==> src/design/occ_pkg.sv <==
// Shared types and constants for the debounced occupancy counter.
// Used by every module of the block; depends on nothing.

package occ_pkg;

  localparam int unsigned DIST_WIDTH   = 12;
  localparam int unsigned RUN_WIDTH    = 4;
  localparam int unsigned OCC_WIDTH    = 16;
  localparam int unsigned CFG_WIDTH    = 12;
  localparam int unsigned CFG_IDX_BITS = 2;

  localparam logic [DIST_WIDTH-1:0] THRESHOLD_RESET = 12'd150;
  localparam logic [RUN_WIDTH-1:0]  STABLE_RESET    = 4'd2;

  typedef enum logic [CFG_IDX_BITS-1:0] {
    REG_THRESHOLD = 2'd0,
    REG_STABLE    = 2'd1
  } cfg_reg_t;

  typedef struct packed {
    logic entry_fell;
    logic exit_fell;
  } fall_t;

endpackage

==> src/design/occ_sensor.sv <==
// Debounce filter for one distance sensor: occupied flag and run counter.
// Depends on occ_pkg for the run counter width.

module occ_sensor (
  input  logic                           clk,
  input  logic                           rst,
  input  logic                           advance,
  input  logic                           present,
  input  logic [occ_pkg::RUN_WIDTH-1:0]  stable,
  output logic                           fell
);

  logic                          flag;
  logic                          flag_next;
  logic [occ_pkg::RUN_WIDTH-1:0] run;
  logic [occ_pkg::RUN_WIDTH-1:0] run_next;
  logic [occ_pkg::RUN_WIDTH-1:0] run_inc;
  logic                          flips;

  always_comb begin
    run_inc   = run + 1'b1;
    flips     = (present != flag) && (run_inc >= stable);
    flag_next = flag;
    run_next  = '0;
    if (present != flag) begin
      if (flips) begin
        flag_next = present;
      end else begin
        run_next = run_inc;
      end
    end
  end

  assign fell = advance && flips && flag;

  always_ff @(posedge clk) begin
    if (rst) begin
      flag <= 1'b0;
      run  <= '0;
    end else if (advance) begin
      flag <= flag_next;
      run  <= run_next;
    end
  end

endmodule

==> src/design/occ_total.sv <==
// Saturating vehicle total: entrance falls add one, exit falls remove one.
// Depends on occ_pkg for the fall event struct.

module occ_total #(
  parameter int unsigned COUNT_WIDTH = 16
) (
  input  logic                   clk,
  input  logic                   rst,
  input  logic                   advance,
  input  occ_pkg::fall_t         falls,
  output logic [COUNT_WIDTH-1:0] count_next
);

  localparam logic [COUNT_WIDTH-1:0] COUNT_MAX = {COUNT_WIDTH{1'b1}};

  logic [COUNT_WIDTH-1:0] total;
  logic [COUNT_WIDTH-1:0] after_entry;

  always_comb begin
    after_entry = total;
    if (falls.entry_fell && (total != COUNT_MAX)) begin
      after_entry = total + 1'b1;
    end
    count_next = after_entry;
    if (falls.exit_fell && (after_entry != '0)) begin
      count_next = after_entry - 1'b1;
    end
  end

  always_ff @(posedge clk) begin
    if (rst) begin
      total <= '0;
    end else if (advance) begin
      total <= count_next;
    end
  end

endmodule

==> src/design/debounced_occupancy_counter.sv <==
// Top level of the debounced occupancy counter: input and result registers,
// configuration registers, two sensor filters and the vehicle total.
// Depends on occ_pkg, occ_sensor and occ_total.
//
// Usage: each input beat on in_valid/in_stall carries one entrance and one
// exit distance sample. Each beat yields exactly one result beat on
// out_valid/out_stall carrying the vehicle count after that sample pair.
// A beat is captured in the input register; when it advances, the filters
// and the total update and the count lands in the result register, where
// it is offered on out_valid. Throughput is one beat per cycle while the
// receiver does not stall: the input register moves into the result
// register whenever the result register is empty or being taken.
// When the receiver stalls, the result holds, the input register keeps one
// more beat, and only then is in_stall raised.
// Configuration writes (cfg_write, cfg_index, cfg_data) take effect at the
// edge; index 0 is the distance threshold, index 1 the stable sample count,
// other indexes are ignored. Write them only while no beat is in flight.
// Synchronous reset empties both registers, clears both sensor flags, run
// counters and the total, and restores threshold 150 and stable count 2.

module debounced_occupancy_counter #(
  parameter int unsigned COUNT_WIDTH = 16
) (
  input  logic                              clk,
  input  logic                              rst,
  input  logic                              cfg_write,
  input  logic [occ_pkg::CFG_IDX_BITS-1:0]  cfg_index,
  input  logic [occ_pkg::CFG_WIDTH-1:0]     cfg_data,
  input  logic                              in_valid,
  output logic                              in_stall,
  input  logic [occ_pkg::DIST_WIDTH-1:0]    entrance_distance,
  input  logic [occ_pkg::DIST_WIDTH-1:0]    exit_distance,
  output logic                              out_valid,
  input  logic                              out_stall,
  output logic [occ_pkg::OCC_WIDTH-1:0]     occupancy
);

  logic [occ_pkg::DIST_WIDTH-1:0] threshold;
  logic [occ_pkg::RUN_WIDTH-1:0]  stable;

  logic                           s1_valid;
  logic [occ_pkg::DIST_WIDTH-1:0] s1_entrance;
  logic [occ_pkg::DIST_WIDTH-1:0] s1_exit;

  logic                   load;
  logic                   advance;
  occ_pkg::fall_t         falls;
  logic [COUNT_WIDTH-1:0] count_next;

  assign advance  = s1_valid && (!out_valid || !out_stall);
  assign in_stall = s1_valid && out_valid && out_stall;
  assign load     = in_valid && !in_stall;

  always_ff @(posedge clk) begin
    if (rst) begin
      threshold <= occ_pkg::THRESHOLD_RESET;
      stable    <= occ_pkg::STABLE_RESET;
    end else if (cfg_write) begin
      case (cfg_index)
        occ_pkg::REG_THRESHOLD: threshold <= cfg_data[occ_pkg::DIST_WIDTH-1:0];
        occ_pkg::REG_STABLE:    stable    <= cfg_data[occ_pkg::RUN_WIDTH-1:0];
        default: ;
      endcase
    end
  end

  always_ff @(posedge clk) begin
    if (rst) begin
      s1_valid <= 1'b0;
    end else if (load) begin
      s1_valid <= 1'b1;
    end else if (advance) begin
      s1_valid <= 1'b0;
    end
  end

  always_ff @(posedge clk) begin
    if (load) begin
      s1_entrance <= entrance_distance;
      s1_exit     <= exit_distance;
    end
  end

  occ_sensor u_entry (
    .clk     (clk),
    .rst     (rst),
    .advance (advance),
    .present (s1_entrance < threshold),
    .stable  (stable),
    .fell    (falls.entry_fell)
  );

  occ_sensor u_exit (
    .clk     (clk),
    .rst     (rst),
    .advance (advance),
    .present (s1_exit < threshold),
    .stable  (stable),
    .fell    (falls.exit_fell)
  );

  occ_total #(
    .COUNT_WIDTH (COUNT_WIDTH)
  ) u_total (
    .clk        (clk),
    .rst        (rst),
    .advance    (advance),
    .falls      (falls),
    .count_next (count_next)
  );

  always_ff @(posedge clk) begin
    if (rst) begin
      out_valid <= 1'b0;
    end else if (advance) begin
      out_valid <= 1'b1;
    end else if (!out_stall) begin
      out_valid <= 1'b0;
    end
  end

  always_ff @(posedge clk) begin
    if (advance) begin
      occupancy <= occ_pkg::OCC_WIDTH'(count_next);
    end
  end

endmodule

==> config.mk <==
export PLATFORM = sky130hd
export DESIGN_NAME = debounced_occupancy_counter
export DESIGN_NICKNAME = d
export VERILOG_FILES = /design/src/design/occ_pkg.sv /design/src/design/occ_sensor.sv /design/src/design/occ_total.sv /design/src/design/debounced_occupancy_counter.sv
export SDC_FILE = /design/constraint.sdc
export NUM_CORES = 1
export LEC_CHECK = 0
export BUFFER_PORTS_ARGS = -buffer_cell sky130_fd_sc_hd__buf_2
export CAP_MARGIN = 20
export CORE_UTILIZATION = 61
export CTS_CLUSTER_SIZE = 28
export DETAILED_ROUTE_END_ITERATION = 6
export PLACE_DENSITY = 0.89
export SLEW_MARGIN = 0
export SYNTH_ARGS = -nofsm -noshare
export SYNTH_HDL_FRONTEND = slang
export SYNTH_SLANG_ARGS = --single-unit
==> constraint.sdc <==
create_clock -name clk -period 6.7 [get_ports clk]
set_clock_uncertainty 0.05 [all_clocks]
set_input_delay 1.34 -clock clk [delete_from_list [all_inputs] [get_ports clk]]
set_output_delay 1.34 -clock clk [all_outputs]
set_load 0.01 [all_outputs]
==> results.ini <==
[status]
outcome=completed

[logic_synthesis]
ys_async_sr_fraction_pct=0
synthCells=500
ys_seq_area_share_pct=43.2
syn_nets=578
synth_area_per_cell_um2=9.63
syn_area_mm2=0.00481
synth_edf_count=40
yosys_warnings=0
synth_ff_type=dfxtp_1
ys_types=67
ys_ff_latch=84

[floorplanning]
dieArea_mm2=0.00825
die_h_um=90.8
core_area_mm2=0.00769
fp-row-count=32
boundaryPins=61
initial_core_util_pct=62.6
die_w_um=90.8

[setup_path]
cp_slowest_cell=or4_1
crit_family=simple AND/OR/NAND/NOR gates
path_class=primary input to register
slowest_delay_ps=670
worstPathCellList=buf_2 -> nand2_1 -> nand2_2 -> inv_2 -> and2_1 -> and3_1 -> nand2_4 -> nor2_1 -> mux2i_1 -> ha_1 -> nand3_1 -> nor4_1 -> a311oi_1 -> or4_1 -> a21boi_0 -> a21oi_1
cp-end-kind=register
cp_num_buf_inv=2
critical_path_arrival_ps=5090
crit_fanout=21
required_ps=6750
critPathLaunchType=primary input

[flow_run]
drv_cap=0

[sta]
rsz0062_at_grt=no
max_slew_margin_pct=32.7
fin_crit_ps=5040
hold_viol=0
fin_setup_tns_ps=0
setup_violations=0
drv_slew=0
fmax_mhz=199
worst_pin_slew_ps=1010
finalCritPeriodShare_pct=75.2

[clock_tree]
cts-hold-fix-buffers=0
path_clk_slew_ps=90
cts_resized=0
cts_root_buffer=clkbuf_8
ctsLongestPathBuffers=2
cts_tree=done
post-cts-setup-buffers=0
clkLatencyLatePin_ps=360
cts_sinks=84
cts_made_buffers=9
htreeDepth=3

[detailed_routing]
viasPerCell=5.94
drc=0
drt-initial-drc-count=216
wl_um=10200
post_drt_wl_per_cell_um=15.4
drt_first_pass_iters=6
vias=3918
ant_nets=0

[placement]
port_buffers=60
place_hpwl_um=7400
post-place-cells=643
routabilityCongestion=0.945

[finish]
layout_common_cells=60 x buf_2, 45 x nand2_1, 44 x dfxtp_1
instances_no_fill=660
syn_to_final_growth_pct=12.1
drive_gt1_share_pct=18.5
nFillCells=590
final_common_cell=buf_2
post-route-util_pct=70.2
area.sequential_mm2=0.00208
diodes=0
nNetsFinal=631
multi_input_area_mm2=0.00258

[pwr]
p_sw_w=0.000257
p_clk_share_pct=37.8
p_sw_share_pct=24.6
power_frac_comb_pct=8.5
total_power_w=0.00105
leakagePower_nw=2.13
sequentialPowerShare_pct=53.7
internal_power_w=0.000790
powerDensity_mw_per_mm2=194
ir_worst_vdd_v=0.000170

[global_routing]
grt_usage_pct=26.7
grt_overflow=0
grt_pass1_vias=3839
antenna_found_initial=0
grt_start_max_net_pins=50
grt_pass1_wl_um=17400

[min_path]
hold_path_class=register to register

[power by group through the flow]
stage                     Clock, W  Sequential, W  Combinational, W
after floorplan                  0       0.000574         0.0000532
after detailed placement         0       0.000574         0.0000857
after CTS                 0.000403       0.000562         0.0000881
final                     0.000396       0.000562         0.0000894
after global routing      0.000424       0.000564          0.000100
after global placement           0       0.000573         0.0000809
[final cells by class]
type | count | area share (%)
Clock buffer | 11 | 2.83
Clock inverter | 5 | 1.21
Inverter | 19 | 1.32
Multi-Input combinational cell | 378 | 47.8
Sequential cell | 84 | 38.6
Tap cell | 102 | 2.37
Timing Repair Buffer | 61 | 5.84
[Yosys cell counts, types with 7 or more instances]
cell,instances,area share (%)
nand2_1,45,3.5
o21ai_0,17,1.8
ha_1,35,9.1
nor2b_1,10,1.3
dfxtp_1,44,18
a211o_1,8,1.5
clkbuf_1,10,0.78
xnor2_1,18,3.3
edfxtp_1,40,25
and3_1,8,1.0
nor3_1,19,2.0
nor3b_1,7,1.1
mux2i_1,7,1.5
nand3_1,21,2.2
and2_1,9,1.2
xor2_1,13,2.4
a21oi_1,25,2.6
nor2_1,41,3.2
inv_1,18,1.4
[cell families (layout without fill, tap and decap cells)]
| family | after synthesis | in the layout | share of synthesized area, % |
|---|---|---|---|
| AO/OA/AOI/OAI | 87 | 87 | 12.0 |
| XOR/XNOR | 31 | 31 | 5.64 |
| adder cells (fa/ha/maj) | 35 | 35 | 9.10 |
| buffers and inverters | 38 | 96 | 3.30 |
| flip-flops | 84 | 84 | 43.2 |
| multiplexers | 13 | 13 | 2.91 |
| AND/OR/NAND/NOR | 212 | 212 | 23.8 |
[worst paths after layout]
| kind | start | end | slack, ps | depth (start not counted) |
|---|---|---|---|---|
| setup / recovery | out_stall | occupancy[1] | 1660 | 16 |
| hold / removal | threshold[11] | threshold[11] | 410 | 2 |
| setup reg to reg | s1_entrance[1] | occupancy[1] | 1810 | 14 |
| hold reg to reg | threshold[11] | threshold[11] | 410 | 2 |
[stage by stage]
step	hold slack [ps]	cell area, um^2	worst slack (ps)
global placement	393	5160	1500
CTS	421	5380	1670
global route	442	5400	1290
finish	415	5400	1660
detailed placement	404	5160	1290
floorplan	386	4810	2030
[worst min-delay path: stages, from the launching register on]
cell     delay, ps
dfxtp_1        320
nand2_1         50
a21oi_1         50
[registers in the layout, summed over array words and instances, names as in the netlist]
signal         cells
occupancy         16
s1_valid           1
u_exit.flag        1
u_entry.flag       1
stable             4
s1_entrance       12
threshold         12
u_exit.run         4
s1_exit           12
u_entry.run        4
u_total.total     16
out_valid          1
[per-layer routing]
layer | GRT usage, % | vias up | routed length [um]
met2 | 47.5 | 144 | 5150
met4 | 9.52 | 0 | 177
li1 | - | 1934 | -
met1 | 31.2 | 1822 | 4270
met5 | 0 | - | 0
met3 | 6.23 | 18 | 567
No activity file was read; power rests on OpenSTA's default activity.
